[src/hdl/assert_macros.svh]
// Assertion helpers for the predictor sequencer (slsf_ctrl).
// Both sample on the rising clock edge and are off while reset is asserted.
`ifndef ASSERT_MACROS_SVH
`define ASSERT_MACROS_SVH

// Same-cycle implication.
`define CHK_SAME(lbl, clk, rst_n, ante, cons, msg) \
  lbl: assert property (@(posedge clk) disable iff (!rst_n) (ante) |-> (cons)) \
    else $error(msg);

// Next-cycle implication.
`define CHK_NEXT(lbl, clk, rst_n, ante, cons, msg) \
  lbl: assert property (@(posedge clk) disable iff (!rst_n) (ante) |=> (cons)) \
    else $error(msg);

`endif

[src/hdl/slsf_pkg.sv]
`timescale 1ns / 1ps
// ----------------------------------------------------------------------------
// slsf_pkg
// Shared constants and types of the sign-LMS synthesis predictor.
// ----------------------------------------------------------------------------
package slsf_pkg;

  // Built tap count and fixed-point scaling
  localparam int MAX_TAPS  = 32;
  localparam int FRAC_BITS = 14;

  // Field widths
  localparam int DATA_W  = 32;
  localparam int CFG_W   = 6;
  localparam int MODE_W  = 2;
  localparam int IDX_W   = 5;
  localparam int SHIFT_W = 5;

  // Derived widths: tap address and a counter that can hold MAX_TAPS itself
  localparam int TAP_AW = (MAX_TAPS > 1) ? $clog2(MAX_TAPS) : 1;
  localparam int CNT_W  = $clog2(MAX_TAPS + 1);

  localparam logic [CFG_W-1:0]  TAPS_RESET = CFG_W'(8);
  localparam logic [DATA_W-1:0] ROUND_HALF = DATA_W'(1) << (FRAC_BITS - 1);

  // Item modes
  localparam logic [MODE_W-1:0] MODE_RESIDUAL    = MODE_W'(0);
  localparam logic [MODE_W-1:0] MODE_LOAD_WEIGHT = MODE_W'(1);
  localparam logic [MODE_W-1:0] MODE_LOAD_HIST   = MODE_W'(2);

  typedef enum logic [1:0] {
    ST_IDLE,
    ST_RUN,
    ST_DRAIN,
    ST_PUSH
  } state_t;

  // One write port of a store
  typedef struct packed {
    logic              we;
    logic [TAP_AW-1:0] addr;
    logic [DATA_W-1:0] data;
  } ram_wr_t;

  // Sequencer to datapath control
  typedef struct packed {
    logic start;   // residual item accepted: seed accumulator
    logic s1_vld;  // read data of one tap present this cycle
    logic w_ok;    // weight entry has been written since reset
    logic h_ok;    // history entry has been written since reset
    logic neg;     // residual is negative
  } dp_ctrl_t;

endpackage

[src/hdl/sign_lms_synthesis_filter_core.sv]
`timescale 1ns / 1ps
// Load items are written in the accepting cycle; a residual item gives its sample
//   after the tap walk, the drain and the push into the result register.
// A new residual item is taken only after the last is pushed, as the single read
//   port of each store walks one tap per cycle; loads are taken every cycle in idle.
// Reset: both stores read as zero, ring position zero, tap count 8, no item held.
// ----------------------------------------------------------------------------
// sign_lms_synthesis_filter_core
// Decoder-side sign-LMS adaptive predictor with weights and history in RAM.
// ----------------------------------------------------------------------------
module sign_lms_synthesis_filter_core (
  input  logic                                clk,
  input  logic                                rst_n,
  // Configuration
  input  logic                                cfg_wr_en,
  input  logic [slsf_pkg::CFG_W-1:0]          cfg_wr_data,
  // Input items
  input  logic                                in_valid,
  output logic                                in_stall,
  input  logic [slsf_pkg::MODE_W-1:0]         in_mode,
  input  logic [slsf_pkg::IDX_W-1:0]          in_entry_index,
  input  logic signed [slsf_pkg::DATA_W-1:0]  in_value,
  input  logic [slsf_pkg::SHIFT_W-1:0]        in_load_shift,
  // Result items
  output logic                                out_valid,
  input  logic                                out_stall,
  output logic signed [slsf_pkg::DATA_W-1:0]  out_sample_out
);

  slsf_pkg::ram_wr_t           w_wr;
  slsf_pkg::ram_wr_t           h_wr;
  slsf_pkg::dp_ctrl_t          dp_ctl;
  logic [slsf_pkg::TAP_AW-1:0] w_raddr;
  logic [slsf_pkg::TAP_AW-1:0] h_raddr;
  logic [slsf_pkg::DATA_W-1:0] w_rd;
  logic [slsf_pkg::DATA_W-1:0] h_rd;
  logic [slsf_pkg::DATA_W-1:0] w_upd;
  logic [slsf_pkg::DATA_W-1:0] synth;
  logic                        dp_busy;
  logic                        out_free;
  logic                        push;
  logic                        out_valid_r;
  logic [slsf_pkg::DATA_W-1:0] out_data_r;

  slsf_ctrl u_ctrl (
    .clk            (clk),
    .rst_n          (rst_n),
    .in_valid       (in_valid),
    .in_stall       (in_stall),
    .in_mode        (in_mode),
    .in_entry_index (in_entry_index),
    .in_value       (in_value),
    .in_load_shift  (in_load_shift),
    .cfg_wr_en      (cfg_wr_en),
    .cfg_wr_data    (cfg_wr_data),
    .w_wr           (w_wr),
    .h_wr           (h_wr),
    .w_raddr        (w_raddr),
    .h_raddr        (h_raddr),
    .dp_ctl         (dp_ctl),
    .w_upd          (w_upd),
    .dp_busy        (dp_busy),
    .synth          (synth),
    .out_free       (out_free),
    .push           (push)
  );

  slsf_ram #(
    .WIDTH (slsf_pkg::DATA_W),
    .DEPTH (slsf_pkg::MAX_TAPS)
  ) u_weight_ram (
    .clk   (clk),
    .we    (w_wr.we),
    .waddr (w_wr.addr),
    .wdata (w_wr.data),
    .raddr (w_raddr),
    .rdata (w_rd)
  );

  slsf_ram #(
    .WIDTH (slsf_pkg::DATA_W),
    .DEPTH (slsf_pkg::MAX_TAPS)
  ) u_history_ram (
    .clk   (clk),
    .we    (h_wr.we),
    .waddr (h_wr.addr),
    .wdata (h_wr.data),
    .raddr (h_raddr),
    .rdata (h_rd)
  );

  slsf_dp u_dp (
    .clk      (clk),
    .rst_n    (rst_n),
    .ctl      (dp_ctl),
    .residual (in_value),
    .w_rd     (w_rd),
    .h_rd     (h_rd),
    .w_upd    (w_upd),
    .busy     (dp_busy),
    .synth    (synth)
  );

  // Result register: take a new sample once the held one is gone
  assign out_free = !out_valid_r || !out_stall;

  always_ff @(posedge clk) begin
    if (!rst_n) begin
      out_valid_r <= 1'b0;
    end else if (push) begin
      out_valid_r <= 1'b1;
    end else if (!out_stall) begin
      out_valid_r <= 1'b0;
    end
  end

  always_ff @(posedge clk) begin
    if (push) begin
      out_data_r <= synth;
    end
  end

  assign out_valid      = out_valid_r;
  assign out_sample_out = out_data_r;

endmodule

[src/hdl/slsf_ram.sv]
`timescale 1ns / 1ps
// ----------------------------------------------------------------------------
// slsf_ram
// Generic single-write, single-read RAM with registered read data.
// ----------------------------------------------------------------------------
module slsf_ram #(
  parameter int WIDTH = 32,
  parameter int DEPTH = 32
) (
  input  logic                                  clk,
  input  logic                                  we,
  input  logic [((DEPTH > 1) ? $clog2(DEPTH) : 1)-1:0] waddr,
  input  logic [WIDTH-1:0]                      wdata,
  input  logic [((DEPTH > 1) ? $clog2(DEPTH) : 1)-1:0] raddr,
  output logic [WIDTH-1:0]                      rdata
);

  logic [WIDTH-1:0] mem [DEPTH];

  // Write, then register the read word
  always_ff @(posedge clk) begin
    if (we) begin
      mem[waddr] <= wdata;
    end
    rdata <= mem[raddr];
  end

endmodule

[src/hdl/slsf_dp.sv]
`timescale 1ns / 1ps
// ----------------------------------------------------------------------------
// slsf_dp
// Tap datapath: weight update, product register, accumulator and final sum.
// ----------------------------------------------------------------------------
module slsf_dp (
  input  logic                          clk,
  input  logic                          rst_n,
  input  slsf_pkg::dp_ctrl_t            ctl,
  input  logic [slsf_pkg::DATA_W-1:0]   residual,
  input  logic [slsf_pkg::DATA_W-1:0]   w_rd,
  input  logic [slsf_pkg::DATA_W-1:0]   h_rd,
  output logic [slsf_pkg::DATA_W-1:0]   w_upd,
  output logic                          busy,
  output logic [slsf_pkg::DATA_W-1:0]   synth
);

  logic [slsf_pkg::DATA_W-1:0] w_eff;
  logic [slsf_pkg::DATA_W-1:0] h_eff;
  logic [slsf_pkg::DATA_W-1:0] prod_r;
  logic                        prod_vld_r;
  logic [slsf_pkg::DATA_W-1:0] acc_r;
  logic [slsf_pkg::DATA_W-1:0] res_r;
  logic [slsf_pkg::DATA_W-1:0] pred;

  // Unwritten entries read as zero
  assign w_eff = ctl.w_ok ? w_rd : '0;
  assign h_eff = ctl.h_ok ? h_rd : '0;

  // Step the weight towards the sign of the residual
  assign w_upd = ctl.neg ? (w_eff - h_eff) : (w_eff + h_eff);

  // Track product occupancy
  always_ff @(posedge clk) begin
    if (!rst_n) begin
      prod_vld_r <= 1'b0;
    end else if (ctl.start) begin
      prod_vld_r <= 1'b0;
    end else begin
      prod_vld_r <= ctl.s1_vld;
    end
  end

  // Multiply one tap, accumulate the previous product
  always_ff @(posedge clk) begin
    prod_r <= slsf_pkg::DATA_W'(w_eff * h_eff);
    if (ctl.start) begin
      acc_r <= slsf_pkg::ROUND_HALF;
      res_r <= residual;
    end else if (prod_vld_r) begin
      acc_r <= acc_r + prod_r;
    end
  end

  assign busy  = prod_vld_r;
  assign pred  = slsf_pkg::DATA_W'($signed(acc_r) >>> slsf_pkg::FRAC_BITS);
  assign synth = res_r + pred;

endmodule

[src/hdl/slsf_ctrl.sv]
`timescale 1ns / 1ps
// ----------------------------------------------------------------------------
// slsf_ctrl
// Sequencer: item intake, loads, tap walk over both stores, history push.
// ----------------------------------------------------------------------------
`include "assert_macros.svh"

module slsf_ctrl (
  input  logic                           clk,
  input  logic                           rst_n,
  // Input item
  input  logic                           in_valid,
  output logic                           in_stall,
  input  logic [slsf_pkg::MODE_W-1:0]    in_mode,
  input  logic [slsf_pkg::IDX_W-1:0]     in_entry_index,
  input  logic [slsf_pkg::DATA_W-1:0]    in_value,
  input  logic [slsf_pkg::SHIFT_W-1:0]   in_load_shift,
  // Tap count register
  input  logic                           cfg_wr_en,
  input  logic [slsf_pkg::CFG_W-1:0]     cfg_wr_data,
  // Store ports
  output slsf_pkg::ram_wr_t              w_wr,
  output slsf_pkg::ram_wr_t              h_wr,
  output logic [slsf_pkg::TAP_AW-1:0]    w_raddr,
  output logic [slsf_pkg::TAP_AW-1:0]    h_raddr,
  // Datapath
  output slsf_pkg::dp_ctrl_t             dp_ctl,
  input  logic [slsf_pkg::DATA_W-1:0]    w_upd,
  input  logic                           dp_busy,
  input  logic [slsf_pkg::DATA_W-1:0]    synth,
  // Result register handshake
  input  logic                           out_free,
  output logic                           push
);

  localparam logic [slsf_pkg::TAP_AW:0] RING_LEN = (slsf_pkg::TAP_AW + 1)'(slsf_pkg::MAX_TAPS);

  slsf_pkg::state_t state_r, state_nxt;

  logic [slsf_pkg::CFG_W-1:0]    taps_cfg_r;
  logic [slsf_pkg::CNT_W-1:0]    taps_lim;
  logic [slsf_pkg::CNT_W-1:0]    lim_r;
  logic [slsf_pkg::CNT_W-1:0]    cnt_r;
  logic [slsf_pkg::TAP_AW-1:0]   newest_r;
  logic [slsf_pkg::TAP_AW-1:0]   newest_dec;
  logic [slsf_pkg::MAX_TAPS-1:0] wt_ok_r;
  logic [slsf_pkg::MAX_TAPS-1:0] hist_ok_r;
  logic                          s1_vld_r;
  logic [slsf_pkg::TAP_AW-1:0]   s1_addr_r;
  logic                          s1_wok_r;
  logic                          s1_hok_r;
  logic                          neg_r;
  logic                          upd_r;

  logic                          accept;
  logic                          start;
  logic                          issue;
  logic                          idx_ok;
  logic [slsf_pkg::TAP_AW-1:0]   tap_addr;
  logic [slsf_pkg::TAP_AW-1:0]   load_addr;
  logic [slsf_pkg::TAP_AW:0]     run_sum;
  logic [slsf_pkg::TAP_AW:0]     load_sum;
  logic [slsf_pkg::TAP_AW-1:0]   run_slot;
  logic [slsf_pkg::TAP_AW-1:0]   load_slot;
  logic [slsf_pkg::DATA_W-1:0]   loaded;
  logic                          ld_w;
  logic                          ld_h;

  // Saturate the tap count to the built depth
  always_comb begin
    if (32'(taps_cfg_r) > slsf_pkg::MAX_TAPS) begin
      taps_lim = slsf_pkg::CNT_W'(slsf_pkg::MAX_TAPS);
    end else begin
      taps_lim = slsf_pkg::CNT_W'(taps_cfg_r);
    end
  end

  // Ring slot of history index k: (newest + k) wrapped once
  assign tap_addr  = cnt_r[slsf_pkg::TAP_AW-1:0];
  assign load_addr = slsf_pkg::TAP_AW'(in_entry_index);
  assign run_sum   = {1'b0, newest_r} + {1'b0, tap_addr};
  assign load_sum  = {1'b0, newest_r} + {1'b0, load_addr};
  assign run_slot  = (run_sum >= RING_LEN) ? slsf_pkg::TAP_AW'(run_sum - RING_LEN)
                                           : slsf_pkg::TAP_AW'(run_sum);
  assign load_slot = (load_sum >= RING_LEN) ? slsf_pkg::TAP_AW'(load_sum - RING_LEN)
                                            : slsf_pkg::TAP_AW'(load_sum);
  assign newest_dec = (newest_r == '0) ? slsf_pkg::TAP_AW'(slsf_pkg::MAX_TAPS - 1)
                                       : newest_r - slsf_pkg::TAP_AW'(1);

  assign accept = in_valid && !in_stall;
  assign idx_ok = 32'(in_entry_index) < slsf_pkg::MAX_TAPS;
  assign loaded = in_value << in_load_shift;
  assign start  = accept && (in_mode == slsf_pkg::MODE_RESIDUAL);
  assign ld_w   = accept && idx_ok && (in_mode == slsf_pkg::MODE_LOAD_WEIGHT);
  assign ld_h   = accept && idx_ok && (in_mode == slsf_pkg::MODE_LOAD_HIST);

  // Next state
  always_comb begin
    state_nxt = state_r;
    case (state_r)
      slsf_pkg::ST_IDLE:  if (start) state_nxt = slsf_pkg::ST_RUN;
      slsf_pkg::ST_RUN:   if (cnt_r >= lim_r) state_nxt = slsf_pkg::ST_DRAIN;
      slsf_pkg::ST_DRAIN: if (!s1_vld_r && !dp_busy) state_nxt = slsf_pkg::ST_PUSH;
      slsf_pkg::ST_PUSH:  if (out_free) state_nxt = slsf_pkg::ST_IDLE;
      default:            state_nxt = slsf_pkg::ST_IDLE;
    endcase
  end

  // State outputs
  always_comb begin
    in_stall = 1'b1;
    issue    = 1'b0;
    push     = 1'b0;
    case (state_r)
      slsf_pkg::ST_IDLE:  in_stall = 1'b0;
      slsf_pkg::ST_RUN:   issue = (cnt_r < lim_r);
      slsf_pkg::ST_DRAIN: issue = 1'b0;
      slsf_pkg::ST_PUSH:  push = out_free;
      default:            in_stall = 1'b1;
    endcase
  end

  // Store reads for the current tap
  assign w_raddr = tap_addr;
  assign h_raddr = run_slot;

  // Weight writes: a load while idle, otherwise the per-tap update
  always_comb begin
    if (ld_w) begin
      w_wr.we   = 1'b1;
      w_wr.addr = load_addr;
      w_wr.data = loaded;
    end else begin
      w_wr.we   = s1_vld_r && upd_r;
      w_wr.addr = s1_addr_r;
      w_wr.data = w_upd;
    end
  end

  // History writes: a load while idle, otherwise the new sample at push
  always_comb begin
    if (ld_h) begin
      h_wr.we   = 1'b1;
      h_wr.addr = load_slot;
      h_wr.data = loaded;
    end else begin
      h_wr.we   = push;
      h_wr.addr = newest_dec;
      h_wr.data = synth;
    end
  end

  assign dp_ctl.start  = start;
  assign dp_ctl.s1_vld = s1_vld_r;
  assign dp_ctl.w_ok   = s1_wok_r;
  assign dp_ctl.h_ok   = s1_hok_r;
  assign dp_ctl.neg    = neg_r;

  // Control registers
  always_ff @(posedge clk) begin
    if (!rst_n) begin
      state_r    <= slsf_pkg::ST_IDLE;
      taps_cfg_r <= slsf_pkg::TAPS_RESET;
      newest_r   <= '0;
      wt_ok_r    <= '0;
      hist_ok_r  <= '0;
      s1_vld_r   <= 1'b0;
      cnt_r      <= '0;
    end else begin
      state_r  <= state_nxt;
      s1_vld_r <= issue;
      if (cfg_wr_en) begin
        taps_cfg_r <= cfg_wr_data;
      end
      if (start) begin
        cnt_r <= '0;
      end else if (issue) begin
        cnt_r <= cnt_r + slsf_pkg::CNT_W'(1);
      end
      if (w_wr.we) begin
        wt_ok_r[w_wr.addr] <= 1'b1;
      end
      if (h_wr.we) begin
        hist_ok_r[h_wr.addr] <= 1'b1;
      end
      if (push) begin
        newest_r <= newest_dec;
      end
    end
  end

  // Per-item and per-tap payload
  always_ff @(posedge clk) begin
    if (start) begin
      lim_r <= taps_lim;
      neg_r <= in_value[slsf_pkg::DATA_W-1];
      upd_r <= (in_value != '0);
    end
    s1_addr_r <= tap_addr;
    s1_wok_r  <= wt_ok_r[tap_addr];
    s1_hok_r  <= hist_ok_r[run_slot];
  end

  // A tap update never lands while a load may be written
  `CHK_SAME(a_upd_not_idle, clk, rst_n, s1_vld_r && upd_r, state_r != slsf_pkg::ST_IDLE,
            "weight update while idle")
  // The tap walk never passes the captured tap count
  `CHK_SAME(a_cnt_bound, clk, rst_n, state_r == slsf_pkg::ST_RUN, cnt_r <= lim_r,
            "tap counter past limit")
  // A residual item starts the walk from tap zero
  `CHK_NEXT(a_start_walk, clk, rst_n, start,
            state_r == slsf_pkg::ST_RUN && cnt_r == '0, "walk did not start at tap zero")
  // The push only follows a drained pipeline
  `CHK_SAME(a_push_drained, clk, rst_n, push, !s1_vld_r && !dp_busy,
            "push with taps in flight")

endmodule

[config.mk]
export PLATFORM = sky130hd
export DESIGN_NAME = sign_lms_synthesis_filter_core
export DESIGN_NICKNAME = d
export VERILOG_FILES = /design/src/hdl/slsf_pkg.sv /design/src/hdl/sign_lms_synthesis_filter_core.sv /design/src/hdl/slsf_ram.sv /design/src/hdl/slsf_dp.sv /design/src/hdl/slsf_ctrl.sv
export VERILOG_INCLUDE_DIRS = /design/src /design/src/hdl
export SDC_FILE = /design/constraint.sdc
export NUM_CORES = 2
export LEC_CHECK = 0
export BUFFER_PORTS_ARGS = -buffer_cell sky130_fd_sc_hd__buf_2
export CORE_MARGIN = 4
export CORE_UTILIZATION = 32
export DETAILED_ROUTE_END_ITERATION = 16
export GPL_ROUTABILITY_DRIVEN = 0
export PLACE_DENSITY = 0.58
export SLEW_MARGIN = 5
export SYNTH_ARGS = -nofsm -noshare
export SYNTH_HDL_FRONTEND = slang
export SYNTH_SLANG_ARGS = --single-unit
[constraint.sdc]
create_clock -name clk -period 8.05 [get_ports clk]
set_clock_uncertainty 0.15 [all_clocks]
set_input_delay 0.805 -clock clk [delete_from_list [all_inputs] [get_ports clk]]
set_output_delay 0.805 -clock clk [all_outputs]
set_load 0.01 [all_outputs]
[Yosys cells after proc, flatten, opt, wreduce, memory -nomap -nowiden]
Memories as Yosys holds them, arrays and structs flattened. A register that Yosys moved wholly into a read port is not among the register bits.
Index checks and enable logic that the tools add are counted.
Storage, ports and cells
  flip-flop bits (word level): 229
  memory bits (writable): 2048
  bits of input ports: 55
  word-level logic and storage cells: 106
  memories: 2
Memory list
  u_history_ram.mem: depth 32, width 32, read ports 1, clocked after memory_dff 1, wr ports 1, RTL line slsf_ram.sv:18  | logic [WIDTH-1:0] mem [DEPTH];
  u_weight_ram.mem: depth 32, width 32, read ports 1, clocked after memory_dff 1, wr ports 1, RTL line slsf_ram.sv:18
Cells by class
  add/sub/neg operators: 10
  multiply operators: 1
  order comparisons: 11
  equal/unequal tests: 10
  shift-type cells: 1
  multiplexer cells: 30
  bitwise operators: 3
  reduce and logical (&&, ||, !) cells: 19
Operators by type and width (number)
  adder 32 bit: 3
  2-to-1 mux 32 bit: 3
  2-to-1 mux 38 bit: 2
  OR 32 bit: 2
  multiplier 32 x 32 -> 32 bit: 1
  nonzero test 32 bit: 1
  << shifter 32 x 5 -> 32 bit: 1
  subtractor 32 bit: 1
  < comparator 5 x 6 -> 1 bit, second input constant: 4
  2-to-1 mux 5 bit: 3
  subtractor 5 x 1 -> 5 bit, second input constant: 3
  2-to-1 mux 1 bit: 13
  adder 5 x 5 -> 6 bit: 2
  >= comparator 6 bit, second input constant: 2
  binary-select mux 1 bit (select 5 bit): 2
  demux 1 bit (select 5 bit): 2
  >= comparator 5 x 1 -> 1 bit, second input constant: 2
  != test 2 x 1 -> 1 bit, second input constant: 5
  logical AND 1 bit: 8
  2-to-1 mux 2 bit: 4
  one-hot mux 2 bit (4 select lines): 1
  adder 6 x 1 -> 6 bit, second input constant: 1
  == test 2 bit, second input constant: 3
  >= comparator 6 bit: 1
  other kinds (10): 15

[Longest topological paths before layout]
  word-level depth: 9
  depth in mapped cells: 33
  depth with buffers taken out: 27

[Cells and area by module]
A second synthesis with hierarchy kept.
Unflattened totals
  cell total of the unflattened synthesis: 8318
  area total of the unflattened synthesis: 113717.8 um^2
Modules (own cells, without submodules)
  slsf_ram: instances 2, cells an instance 2260, area each 40485.1 um^2
  slsf_dp: instances 1, cells an instance 2797, area each 23613.9 um^2
  slsf_ctrl: instances 1, cells an instance 965, area each 8137.8 um^2
  sign_lms_synthesis_filter_core: instances 1, cells an instance 36, area each 996.0 um^2

[Worst setup path after synthesis]
Ideal clock, no wire load.
  path type: register to register
  from: register u_ctrl.s1_hok_r
  to: register u_dp.prod_r[29] in the netlist's numbering
  data arrival time: 7813 ps
  data required time: 7828 ps
  setup slack: 15 ps
  cell stages (with the launch flop): 32
  clock period less this slack: 8035 ps
  cells stage by stage: dfxtp_1 > buf_4 > buf_2 > buf_4 > clkbuf_1 > clkbuf_1 > nand2_1 > clkbuf_1 > buf_1 > nor2_1 > fa_1 > fa_1 > fa_1 > inv_1 > fa_1 > inv_1 > fa_1 > inv_1 > fa_1 > inv_1 > fa_1 > fa_1 > ha_1 > a21o_1 > a21o_1 > a21o_1 > a21oi_1 > a2bb2oi_1 > o311ai_0 > a31o_2 > a21oi_1 > xnor2_1
On the way
  word-level cells in the longest chain between the ends: 2
Ends and longest elaborated chain
  start: declaration: RTL line slsf_ctrl.sv:51  | logic s1_hok_r;
  start signal: assignment: RTL line slsf_ctrl.sv:201  | s1_hok_r <= hist_ok_r[run_slot];
  2-to-1 mux 32 bit: RTL line slsf_dp.sv:28  | assign h_eff = ctl.h_ok ? h_rd : '0;
  multiplier 32 x 32 -> 32 bit: RTL line slsf_dp.sv:46  | prod_r <= slsf_pkg::DATA_W'(w_eff * h_eff);
  end signal: assignment: RTL line slsf_dp.sv:46
  end: declaration: RTL line slsf_dp.sv:20  | logic [slsf_pkg::DATA_W-1:0] prod_r;
Every way passes these cells.
A chain may end at the register's enable or synchronous reset.

[Final worst setup path]
  from: register u_ctrl.s1_wok_r
  to: register u_dp.prod_r[30] in the netlist's numbering
On the way
  word-level cells in the longest chain between the ends: 2
Ends and longest elaborated chain
  start: declaration: RTL line slsf_ctrl.sv:50  | logic s1_wok_r;
  start signal: assignment: RTL line slsf_ctrl.sv:200  | s1_wok_r <= wt_ok_r[tap_addr];
  2-to-1 mux 32 bit: RTL line slsf_dp.sv:27  | assign w_eff = ctl.w_ok ? w_rd : '0;
  multiplier 32 x 32 -> 32 bit: RTL line slsf_dp.sv:46
Every way passes these cells.

==> Flow_metrics.wiki <==
{| class="wikitable"
! Metric !! Value
|-
| Status || complete, no violations
|-
| Overall die area || between 0.3 and 0.4 sq mm
|-
| Top Family by Delay on Critical Path || adder cells
|-
| Total standard cell area after synthesis || 0.1105 sq mm
|-
| Largest stage delay on the critical path || roughly 0.6 ns
|-
| Clock buffer count from CTS || 240
|-
| Total power per unit cell area || roughly 320 mW/mm^2
|-
| Wire length of the first global-routing pass || between 400 and 500 mm
|-
| Worst Setup Path Type || reg -> reg
|-
| Initial antenna violation count || 40
|-
| Number of DRC violations after detailed-routing iteration 0 || 6867
|-
| Number of detailed-routing iterations run before antenna repair || 6
|-
| Post-route design area || around 0.13 sq mm
|-
| Clock-pin transition on the worst setup and hold timing paths || 0.07 ns
|-
| Transition time at the pin with the least slew margin || roughly 1.3 ns
|-
| Leakage power || between 40 and 50 nW
|-
| Dpl hpwl || 214.6 mm
|-
| Source of the worst register-to-register timing path || u_ctrl.s1_wok_r
|-
| Placed inst area || between 0.1 and 0.15 sq mm
|-
| Type of the worst min-delay path || in -> reg
|-
| Unrepaired setup endpoints after global routing || false
|-
| R2r worst-path depth || 23
|-
| Layout cells sized above 1 || 0.2016
|-
| CP Cell Sequence || buf_12 > nand2_1 > inv_1 > nand2_1 > fa_1 > fa_1 > fa_1 > fa_1 > inv_1 > fa_1 > inv_1 > fa_1 > fa_1 > fa_1 > inv_1 > ha_1 > nand3_1 > o21ai_0 > a31o_2 > a211oi_1 > o31ai_1 > a21oi_1 > xnor2_1
|-
| Number of standard cells after synthesis || just over 7000
|-
| Post-synthesis area per instance || 15.61 sq um
|-
| Syn nets || just under 8000
|-
| I/O Buffers || between 80 and 90
|-
| Share of the cycle needed by the critical path after routing || 0.9606
|-
| Share of flip-flops with an asynchronous set or reset || 0
|-
| Post-route DRC violation count || 0
|-
| H-tree lvl count || 4
|-
| Vias per std cell || approximately 5.3
|-
| Top FF cell, synth || edfxtp_1
|-
| DRT Wirelength || 328.3 mm
|-
| Hold Path Origin || in_value[14]
|-
| Maximum vdd ir drop || roughly 0.00052 V
|-
| Gr usage total || 0.1818
|-
| Worst path most repeated cell || fa_1
|-
| Filler cell count in the final layout || roughly 32000
|-
| Max_slew headroom || 0.1002
|-
| Min Tclk post-route || between 7 and 8 ns
|-
| Proportion of synthesized chip area in sequential cells || 0.6161
|-
| Leading cell types in the layout, fill and taps excluded || edfxtp_1 (2119), nand2_1 (781), mux4_2 (608)
|-
| Maximum number of pins on one net before global-route repair || ~140
|-
| Count of unique library cells instantiated by Yosys || between 80 and 90
|-
| Combined buffer and inverter count along the critical path || 5
|-
| Total count of max-transition violations in the final report || 0
|-
| Setup total negative slack || 0 ns
|-
| Count of boundary I/O pins || slightly below 90
|-
| Clock network latency to the later pin of the worst-skew pair || around 0.96 ns
|-
| Cell type of the slowest stage on the worst timing path || fa_1
|-
| WHS Endpoint || u_dp.res_r[14]
|-
| CP endpoint kind || flip-flop
|-
| Synth-to-layout area growth || 14.48%
|-
| Max-cap viol count || 0
|-
| Hold Path Depth || 1
|-
| Standard-cell row count || between 200 and 250
|-
| Overall die height || 595.6 um
|-
| Maximum net fanout on the critical path || 31
|-
| Max Clk Rate || 129.3 MHz
|-
| Leading cell type in the layout, fill and taps excluded || edfxtp_1
|-
| Clock tree from TritonCTS || built
|-
| CTS root buffer || clkbuf_16
|-
| Chip Width || slightly below 600 um
|-
| Setup violators final || 0
|-
| Starting utilization of the core area || 0.3218
|-
| TritonCTS sink count || roughly 2300
|-
| Yosys Warn Count || 0
|-
| Final-report hold violation count || 0
|-
| Data required time at the worst endpoint || about 9 ns
|-
| Core Box Area || approximately 0.34 sq mm
|-
| Worst endpoint data arrival time || 8.43 ns
|-
| Setup crit start kind || flip-flop
|-
| Final net count || around 8000
|-
| Number of global-route vias before repair || between 60000 and 70000
|-
| Final routed wire length divided by cell count || 27.09 um
|-
| DR vias || 63886
|-
| Buffer levels on the longest clock path || 4
|-
| Slack of the worst reg-to-reg path || about 0.32 ns
|-
| Antenna Violating Nets Remaining || 0
|-
| FF+latch count, synth || between 2000 and 2500
|-
| Number of flops mapped to enable cells by yosys || around 2100
|-
| Remaining global-route overflow || 0
|-
| Worst flop-to-flop path endpoint || u_dp.prod_r[30]
|}
-- cell type report --
| type | instances | area [sq um] | share of cell area |
|---|---|---|---|
| clock inverters | 160 | 1652 | 0.01306 |
| diodes | 29 | 72.57 | 0.0005738 |
| inverters | 473 | 1775 | 0.01404 |
| clock buffers | 285 | 6311 | 0.04990 |
| repair buffers | 362 | 2713 | 0.02145 |
| well taps | 4557 | 5702 | 0.04509 |
| flip-flops and latches | 2340 | 68080 | 0.5383 |
| multi-input cells | 3915 | 40160 | 0.3176 |
-- synthesized netlist by cell type, types with 79 or more instances --
master    count  area (sq um)
buf_1        79         296.5
xnor2_1     144          1261
a21oi_1     147         735.7
inv_1       463          1738
dfxtp_1     221          4424
o21a_1       83         623.1
a21o_1       85         638.1
ha_1        238          2978
mux4_2      608         13690
fa_1        412          8248
edfxtp_1   2119         63630
o21ai_0     133         665.6
nand3_1     214          1071
nor2_1      497          1866
clkbuf_1    251         942.2
nand2_1     782          2935
-- per-stage QoR --
step	cells	utilization	worst slack, ns	total power [mW]	hold slack, ns
after floorplan	7077	-	0.01515	24.34	0.2040
after global placement	11620	0.3442	0.3577	28.90	0.2910
after global routing	12099	0.3683	0.04522	41.90	0.03074
final	12121	0.3684	0.3171	40.32	0.05987
after detailed placement	11621	0.3442	0.2746	29.31	0.2983
after CTS	12092	0.3682	0.2484	40.59	0.001783
-- cells by family after synthesis --
logic type / synth area share
simple gates: 0.06618
mux: 0.1351
compound gates: 0.03692
fa+ha+maj: 0.1016
xor+xnor: 0.01562
buf+inv: 0.02849
flops: 0.6161
-- per-layer routing --
layer	GRT usage	routed length, um	vias up
li1	-	-	26881
met2	0.2946	156100	2756
met3	0.03387	26230	559
met5	0	101	-
met1	0.2425	131500	33676
met4	0.07116	14290	14
-- flip-flops by register name, indices dropped and copies added (netlist names), 6 cells and up --
name                 count
u_history_ram.rdata     32
u_dp.prod_r             32
u_dp.res_r              32
u_weight_ram.rdata      32
out_sample_out          32
u_ctrl.wt_ok_r          32
u_ctrl.cnt_r             6
u_ctrl.lim_r             6
u_weight_ram.mem      1024
u_ctrl.taps_cfg_r        6
u_history_ram.mem     1024
u_ctrl.hist_ok_r        32
u_dp.acc_r              32
-- worst reg2reg max path, cell delays in order, from the launching register on --
cell      delay [ns]
dfxtp_2         0.39
buf_12          0.22
nand2_1         0.39
inv_1           0.47
nand2_1         0.16
fa_1            0.59
fa_1            0.44
fa_1            0.50
fa_1            0.56
inv_1           0.06
fa_1            0.50
inv_1           0.06
fa_1            0.54
fa_1            0.42
fa_1            0.49
inv_1           0.04
ha_1            0.32
nand3_1         0.19
o21ai_0         0.10
a31o_2          0.27
a211oi_1        0.37
o31ai_1         0.13
a21oi_1         0.19
xnor2_1         0.13
-- where the power goes --
| part | total (mW) | internal, mW | switching, mW | leakage, nW |
|---|---|---|---|---|
| Combinational | 11.1 | 3.42 | 7.73 | 18.2 |
| Clock | 11.3 | 6.46 | 4.81 | 3.89 |
| Sequential | 17.9 | 17.5 | 0.401 | 21.0 |
| Total | 40.3 | 27.4 | 12.9 | 43.0 |
-- how the worst max path moves through the flow --
stage | startpoint | to | slack, ns | cells past startpoint
2_1_floorplan | u_ctrl.s1_hok_r | u_dp.prod_r[29] | 0.02 | 31
3_3_place_gp | u_ctrl.s1_wok_r | u_dp.prod_r[31] | 0.36 | 24
3_5_place_dp | u_ctrl.s1_wok_r | u_dp.prod_r[31] | 0.27 | 24
4_1_cts | u_ctrl.s1_wok_r | u_dp.prod_r[31] | 0.25 | 24
5_1_grt | u_ctrl.s1_hok_r | u_dp.prod_r[31] | 0.05 | 24
6_report | u_ctrl.s1_wok_r | u_dp.prod_r[30] | 0.32 | 23
-- timing repair --
item	in CTS	in global routing
gates resized for setup	0	1
endpoints found under the hold margin	26	0
hold buffers	26	0
buffers inserted	0	0
endpoints found under the setup margin	0	1
No activity file was read; power rests on OpenSTA's default activity.
